File: src/spqi_pkg.sv
// types and constants shared by the sorted job queue
`default_nettype none
package spqi_pkg;

	localparam logic KIND_INSERT = 1'b0;
	localparam logic KIND_READ   = 1'b1;

	typedef struct packed {
		logic        kind;
		logic [3:0]  position;
		logic [2:0]  priority_req;
		logic [7:0]  owner_tag;
		logic [10:0] time_minutes;
	} req_t;

	typedef struct packed {
		logic        accepted;
		logic        full_flag;
		logic [2:0]  entry_priority;
		logic [7:0]  entry_owner;
		logic [10:0] entry_time;
		logic [4:0]  occupancy;
	} rsp_t;

	typedef struct packed {
		logic [2:0]  prio;
		logic [7:0]  owner;
		logic [10:0] tod;
	} entry_t;

	// what one cell shows its successor and the read mux
	typedef struct packed {
		entry_t entry;
		logic   valid;
		logic   gt;
	} cell_out_t;

endpackage
`default_nettype wire

File: src/spqi_cell.sv
// one queue slot: holds an entry, takes the new job or its neighbor's entry on insert
`default_nettype none
module spqi_cell (
	input  wire                  clk,
	input  wire                  arst_n,
	input  wire                  ins,
	input  spqi_pkg::entry_t     new_entry,
	input  spqi_pkg::cell_out_t  prev,
	output spqi_pkg::cell_out_t  cur
);
	import spqi_pkg::*;

	entry_t entry_q;
	logic   valid_q;
	logic   gt;

	// the new job goes in front of an empty slot or a strictly larger priority
	assign gt = !valid_q || (entry_q.prio > new_entry.prio);

	always_ff @(posedge clk or negedge arst_n) begin
		if (!arst_n) begin
			valid_q <= 1'b0;
		end else if (ins && gt) begin
			valid_q <= prev.gt ? prev.valid : 1'b1;
		end
	end

	always_ff @(posedge clk) begin
		if (ins && gt) begin
			entry_q <= prev.gt ? prev.entry : new_entry;
		end
	end

	assign cur.entry = entry_q;
	assign cur.valid = valid_q;
	assign cur.gt    = gt;

endmodule
`default_nettype wire

File: src/stable_priority_queue_insert_top.sv
// sorted job queue: row of slot cells, read mux and registered result
//
// channel   direction  handshake               payload
// request   in         start & !busy           req  (spqi_pkg::req_t)
// result    out        done, one cycle         rsp  (spqi_pkg::rsp_t)
//
// one transaction per cycle: all cells compare the new priority in parallel
// and shift in the same edge, so busy stays low.
// the result appears with done in the cycle after the transaction is taken.
// reset empties the queue at once (valid bits and count); slot data is not cleared.
// the receiver cannot stall; every result is shown for exactly one cycle.
`default_nettype none
module stable_priority_queue_insert_top #(
	parameter int QUEUE_DEPTH = 16
) (
	input  wire              clk,
	input  wire              arst_n,
	input  wire              start,
	output logic             busy,
	input  spqi_pkg::req_t   req,
	output logic             done,
	output spqi_pkg::rsp_t   rsp
);
	import spqi_pkg::*;

	localparam int CW   = $clog2(QUEUE_DEPTH + 1);
	localparam int IW   = (QUEUE_DEPTH > 1) ? $clog2(QUEUE_DEPTH) : 1;
	localparam int CMPW = (CW > 4) ? CW : 4;

	cell_out_t        cells [QUEUE_DEPTH];
	cell_out_t        head_in;
	entry_t           new_entry;
	logic [CW-1:0]    count_q;
	logic [CW-1:0]    count_nxt;
	logic             take;
	logic             full;
	logic             do_ins;
	logic             rd_hit;
	logic [CMPW-1:0]  pos_w;
	logic [IW-1:0]    rd_idx;
	rsp_t             rsp_nxt;
	rsp_t             rsp_q;
	logic             done_q;

	assign busy = 1'b0;
	assign take = start && !busy;
	assign full = (count_q == CW'(QUEUE_DEPTH));
	assign do_ins = take && (req.kind == KIND_INSERT) && !full;

	assign new_entry.prio  = req.priority_req;
	assign new_entry.owner = req.owner_tag;
	assign new_entry.tod   = req.time_minutes;

	// nothing ahead of the head cell
	assign head_in.entry = new_entry;
	assign head_in.valid = 1'b0;
	assign head_in.gt    = 1'b0;

	for (genvar g = 0; g < QUEUE_DEPTH; g++) begin : g_cell
		if (g == 0) begin : g_head
			spqi_cell u_cell (
				.clk       (clk),
				.arst_n    (arst_n),
				.ins       (do_ins),
				.new_entry (new_entry),
				.prev      (head_in),
				.cur       (cells[g])
			);
		end else begin : g_body
			spqi_cell u_cell (
				.clk       (clk),
				.arst_n    (arst_n),
				.ins       (do_ins),
				.new_entry (new_entry),
				.prev      (cells[g-1]),
				.cur       (cells[g])
			);
		end
	end

	assign count_nxt = do_ins ? (count_q + CW'(1)) : count_q;

	always_ff @(posedge clk or negedge arst_n) begin
		if (!arst_n) begin
			count_q <= '0;
		end else begin
			count_q <= count_nxt;
		end
	end

	assign pos_w  = CMPW'(req.position);
	assign rd_idx = pos_w[IW-1:0];
	assign rd_hit = (pos_w < CMPW'(count_q));

	always_comb begin
		rsp_nxt           = '0;
		rsp_nxt.occupancy = 5'(count_nxt);
		if (req.kind == KIND_INSERT) begin
			rsp_nxt.accepted  = !full;
			rsp_nxt.full_flag = full;
		end else if (rd_hit) begin
			rsp_nxt.accepted       = 1'b1;
			rsp_nxt.entry_priority = cells[rd_idx].entry.prio;
			rsp_nxt.entry_owner    = cells[rd_idx].entry.owner;
			rsp_nxt.entry_time     = cells[rd_idx].entry.tod;
		end
	end

	always_ff @(posedge clk or negedge arst_n) begin
		if (!arst_n) begin
			done_q <= 1'b0;
		end else begin
			done_q <= take;
		end
	end

	always_ff @(posedge clk) begin
		if (take) begin
			rsp_q <= rsp_nxt;
		end
	end

	assign done = done_q;
	assign rsp  = rsp_q;

endmodule
`default_nettype wire
File: config.mk
export PLATFORM = sky130hd
export DESIGN_NAME = stable_priority_queue_insert_top
export DESIGN_NICKNAME = d
export VERILOG_FILES = /design/src/spqi_pkg.sv /design/src/spqi_cell.sv /design/src/stable_priority_queue_insert_top.sv
export SDC_FILE = /design/constraint.sdc
export NUM_CORES = 1
export LEC_CHECK = 0
export ABC_AREA = 1
export BUFFER_PORTS_ARGS = -buffer_cell sky130_fd_sc_hd__buf_4
export CAP_MARGIN = 10
export CORE_MARGIN = 5
export CORE_UTILIZATION = 60
export CTS_CLUSTER_SIZE = 12
export DETAILED_ROUTE_END_ITERATION = 10
export PLACE_DENSITY_LB_ADDON = 0.15
export SYNTH_ARGS = -nofsm -noshare
export SYNTH_HDL_FRONTEND = slang
export SYNTH_SLANG_ARGS = --single-unit
File: constraint.sdc
create_clock -name clk -period 4.45 [get_ports clk]
set_input_delay 0.89 -clock clk [delete_from_list [all_inputs] [get_ports clk]]
set_output_delay 0.89 -clock clk [all_outputs]
set_load 0.02 [all_outputs]
* Word-level counts from Yosys, hierarchy flattened
Cells that the tools add are included.
Cells by class: bitwise gates (word level) 2, magnitude comparators 18, multipliers 0, divide/modulo/power cells 0, add/subtract/negate cells 1, mux-type cells 36, reductions and logical operators 52, eq/ne operators 1, shifts and indexed selects 0
Operator list (number):
- 2-to-1 mux 22 bit | 15
- binary-select mux 24 bit (select 4 bit) | 1
- greater-than comparator 3 bit | 16
- 2-to-1 mux 24 bit | 2
- logical AND 1 bit | 18
- logical NOT 1 bit | 17
- 2-to-1 mux 1 bit | 17
- logical OR 1 bit | 16
- adder 5 x 1 -> 5 bit, second input constant | 1
- == test 5 bit, second input constant | 1
- greater-or-equal comparator 5 bit, second input constant | 1
- less-than comparator 4 x 5 -> 1 bit | 1
- 2-to-1 mux 5 bit | 1
- inverter 4 -> 5 bit | 1
- AND reduction 2 bit | 1
- inverter 1 bit | 1
Word-level totals: flip-flop bits (word level) 403, memories 0, latch bits 0, input bits 30, RAM bits 0, memory bits (read-only) 0, output and inout port bits 31

* Depth between registers and ports, before layout
depth after elaboration 5, gate-level depth with buffers 11, mapped depth without buffers 9

* Modules after synthesis
From an unflattened synthesis, not the netlist that was laid out.
Second synthesis, totals: cells, all modules 2362, area, all modules 24437.2 um^2
By module, submodules not included:
- spqi_cell | times used 16, cells each 72, area an instance 1151.1 um^2, sequential area each 685.7 um^2
- stable_priority_queue_insert_top | times used 1, cells each 1210, area an instance 6019.5 um^2, sequential area each 1021.0 um^2

* Worst setup path after synthesis
No wires, ideal clock.
path kind input to register, from input req[21] in the netlist's numbering, to register g_cell[12].g_body.u_cell.entry_q, in the netlist g_cell[12].g_body.u_cell.cur[10], enable pin, cell stages on the path 7, buffers on the path 1, slack 753 ps, data arrival time 3287 ps, path through inv_1 clkbuf_1 ha_1 nand2_1 o21ai_0 nand2_1 a21oi_1
On the way: cells in the longest elaborated chain, start to end 3
Ends and longest elaborated chain:
- from (decl) | line stable_priority_queue_insert_top.sv:20 | input spqi_pkg::req_t req,
- greater-than comparator 3 bit | line spqi_cell.sv:18 | assign gt = !valid_q || (entry_q.prio > new_entry.prio);
- logical OR 1 bit | line spqi_cell.sv:18
- logical AND 1 bit | line spqi_cell.sv:29 | if (ins && gt) begin
- to (signal assigned) | line spqi_cell.sv:30 | entry_q <= prev.gt ? prev.entry : new_entry;
- to (decl) | line spqi_cell.sv:13 | entry_t entry_q;
No other way between the ends. A chain may end at the register's enable or synchronous reset.

* Final worst setup path
from input req[20] in the netlist's numbering, to register g_cell[13].g_body.u_cell.entry_q, in the netlist g_cell[13].g_body.u_cell.cur[7], data pin
On the way: cells in the longest elaborated chain, start to end 3
Ends and longest elaborated chain (line):
- greater-than comparator 3 bit | spqi_cell.sv:18
- logical OR 1 bit | spqi_cell.sv:18
- 2-to-1 mux 22 bit | spqi_cell.sv:30
- to (signal assigned) | spqi_cell.sv:30
- to (decl) | spqi_cell.sv:13
No other way between the ends.

==> results.toml <==
[outcome]
outcome = "finished, final reports clean"

[synthesis]
synth_nets = 2642
ys_seq_elements = 403
synth.avg_cell_area_um2 = 8.45
yosys_warnings = 0
synthCells = 2559
synth_area_um2 = 21600
ys_types = 21
synth_seq_area_share_pct = 55.5

[sta]
tns_ns = 0
rsz0062_at_grt = "no"
slew_headroom_pct = 41.4
whs_ns = 0.254
fmax_mhz = 350
min_period_ns = 2.86
skew_ns = 0.0147
hold_violations = 0
worstMarginPinSlew_ns = 0.878
fin_crit_sh_pct = 64.3
setup_viol = 0
slew_violations = 0

[placement]
gp_congestion = 0.877
io_buffers = 59
place_hpwl_um = 32900

[global_routing]
grt_pass1_vias = 15600
grt_usage_pct = 24.6
grt_overflow_total = 0
antenna_found_initial = 0
grt_max_degree = 136
grt_pass1_wl_um = 79300

[floorplanning]
die_h_um = 200
start_util_pct = 60.8
fp-row-count = 69
boundaryPins = 61
coreArea_um2 = 35600
die_x_um = 200
die_area_um2 = 39900

[pwr]
powerDensity_nw_per_um2 = 503
internal_power_mw = 8.06
total_leakage_power_nw = 10.5
clockPowerShare_pct = 28.8
vdd_drop_max_uv = 389
pwr-share-seq_pct = 46.4
combPwrFrac_pct = 24.8
p_switching_mw = 3.79
switching_share_pct = 32.0

[detailed_routing]
dr.pass1.iters = 5
drc = 0
via_count = 16300
post_drt_via_cell_ratio = 5.36
antenna_left = 0
routedWlPerCell_um = 15.8
postRouteWirelength_um = 48100
drtIter0Drc = 1407

[cts]
htreeDepth = 2
clk_pin_slew_ns = 0.06
cts_resized = 0
cts_buffer_depth = 3
cts.sink_count = 403
cts_tree = "built"
cts_buffers = 44
cts-root-buf = "clkbuf_16"
hold_buffers = 0
clock_latency_ns = 0.56
post-cts-setup-buffers = 0

[worst_setup_path]
cp_top_family = "buffers and inverters"
path_cells = "buf_4 > inv_1 > buf_4 > ha_1 > nand2_1 > o21ai_0 > nand2_1 > nand2_1 > buf_4 > o21ai_0"
critical_path_class = "in -> reg"
cp.required_ns = 4.71
slowest_delay_ns = 0.63
critPathArrivalTime_ns = 3.12
endpoint_kind = "flip-flop"
cp_max_fo = 38
path_buf_inv = 4
worst_path_max_delay_cell = "inv_1"
startpoint_type = "input port"

[layout]
area_growth_syn_to_layout_pct = 8.86
drive_gt1_share_pct = 6.56
diodes = 0
layout.nets = 2631
n_fill_cell = 2850

[hold_path]
hold_class = "in -> async"

[job]
maxCapViolCount = 0
[per-layer routing]
| metal | up-vias | global-route usage, % | share of wire, % |
|---|---|---|---|
| met5 | - | 0 | 0 |
| met4 | 0 | 7.09 | 2.2 |
| met3 | 62 | 3.14 | 5.7 |
| met2 | 461 | 41.4 | 48 |
| met1 | 7455 | 34.0 | 44 |
| li1 | 8310 | - | - |
[layout by cell type (no fill, tap or decap)]
cell type	n
a21oi_2	9
o21ai_0	352
or2_2	1
clkinv_2	5
nand2_1	867
inv_6	1
inv_2	1
inv_1	348
xor2_1	4
inv_4	1
bufinv_16	2
a21oi_1	38
nor2_1	48
nand3b_1	7
dfrtp_1	22
nand4_1	1
clkbuf_16	45
clkinv_1	12
clkbuf_1	12
ha_1	53
buf_12	1
conb_1	1
nand3_1	263
buf_4	102
edfxtp_1	381
buf_6	1
[synthesized netlist by cell type]
| library cell | instances | area, µm² |
|---|---|---|
| buf_6 | 8 | 90.1 |
| nand4_1 | 1 | 6.26 |
| edfxtp_1 | 381 | 11400 |
| inv_2 | 2 | 7.51 |
| buf_4 | 15 | 113 |
| nor2_1 | 48 | 180 |
| clkbuf_1 | 65 | 244 |
| o21ai_0 | 352 | 1760 |
| dfrtp_1 | 22 | 551 |
| xor2_1 | 4 | 35.0 |
| buf_2 | 63 | 315 |
| nand3_1 | 263 | 1320 |
| buf_1 | 10 | 37.5 |
| a21oi_1 | 47 | 235 |
| ha_1 | 53 | 663 |
| nand3b_1 | 7 | 52.6 |
| inv_1 | 348 | 1310 |
| nand2_1 | 867 | 3250 |
| conb_1 | 1 | 3.75 |
| or2_2 | 1 | 6.26 |
| clkinv_1 | 1 | 3.75 |
[state kept, by name (all words and copies together) (netlist names)]
signal                        cells
done                              1
g_cell.g_body.u_cell.valid_q     15
g_cell.g_head.u_cell.cur         22
g_cell.g_body.u_cell.cur        330
g_cell.g_head.u_cell.valid_q      1
rsp                              29
count_q                           5
[power groups by stage]
stage                     sequential (mW)  combinational (mW)  clock, mW
final                                5.49                2.94       3.41
after CTS                            5.49                2.95       3.46
after detailed placement             5.57                2.92          0
after floorplan                      5.55                2.17          0
after global routing                 5.57                3.43       3.61
after global placement               5.54                2.77          0
[area by class of cell]
| cell class | count | area (µm²) | area share [%] |
|---|---|---|---|
| Clock buffer | 57 | 1170 | 4.98 |
| Clock inverter | 19 | 135 | 0.574 |
| Inverter | 351 | 1320 | 5.61 |
| Multi-Input combinational cell | 1644 | 7550 | 32.1 |
| Sequential cell | 403 | 12000 | 50.9 |
| Tap cell | 461 | 577 | 2.45 |
| Timing Repair Buffer | 104 | 797 | 3.39 |
[cell families after synthesis]
| logic type | after synthesis | synth area share [%] |
|---|---|---|
| and+or+nand+nor | 1187 | 22.3 |
| AOI/OAI and AO/OA | 399 | 9.24 |
| DFF | 403 | 55.5 |
| other | 1 | 0.0173 |
| adders and majority gates | 53 | 3.07 |
| buffers and inverters | 512 | 9.79 |
| xor gates and xnor gates | 4 | 0.162 |
[final timing paths]
| check | start | to | slack (ns) | cells past startpoint |
|---|---|---|---|---|
| min in group clk | g_cell[8].g_body.u_cell.valid_q$_DFFE_PN0P_ | g_cell[9].g_body.u_cell.valid_q$_DFFE_PN0P_ | 0.51 | 2 |
| hold / removal | arst_n | g_cell[0].g_head.u_cell.valid_q$_DFFE_PN0P_ | 0.25 | 1 |
| max in group asynchronous | arst_n | count_q[4]$_DFF_PN0_ | 3.91 | 1 |
| hold reg to reg | g_cell[8].g_body.u_cell.valid_q$_DFFE_PN0P_ | g_cell[9].g_body.u_cell.valid_q$_DFFE_PN0P_ | 0.51 | 2 |
| setup / recovery | req[20] | g_cell[13].g_body.u_cell.cur[7]$_DFFE_PP_ | 1.59 | 10 |
| setup reg to reg | count_q[0]$_DFF_PN0_ | g_cell[5].g_body.u_cell.cur[6]$_DFFE_PP_ | 1.74 | 8 |
[metrics by stage]
stage	instance area, µm²	cells	setup WS [ns]	power [mW]	utilization, %
after floorplan	21600	2559	0.753	7.71	-
after global placement	22200	2963	1.12	8.32	62.5
after detailed placement	22200	2963	1.03	8.49	62.5
after CTS	23500	3039	1.63	11.9	66.2
after global routing	23500	3039	1.41	12.6	66.2
final	23500	3039	1.59	11.8	66.2
(Power assumes the default switching activity.)
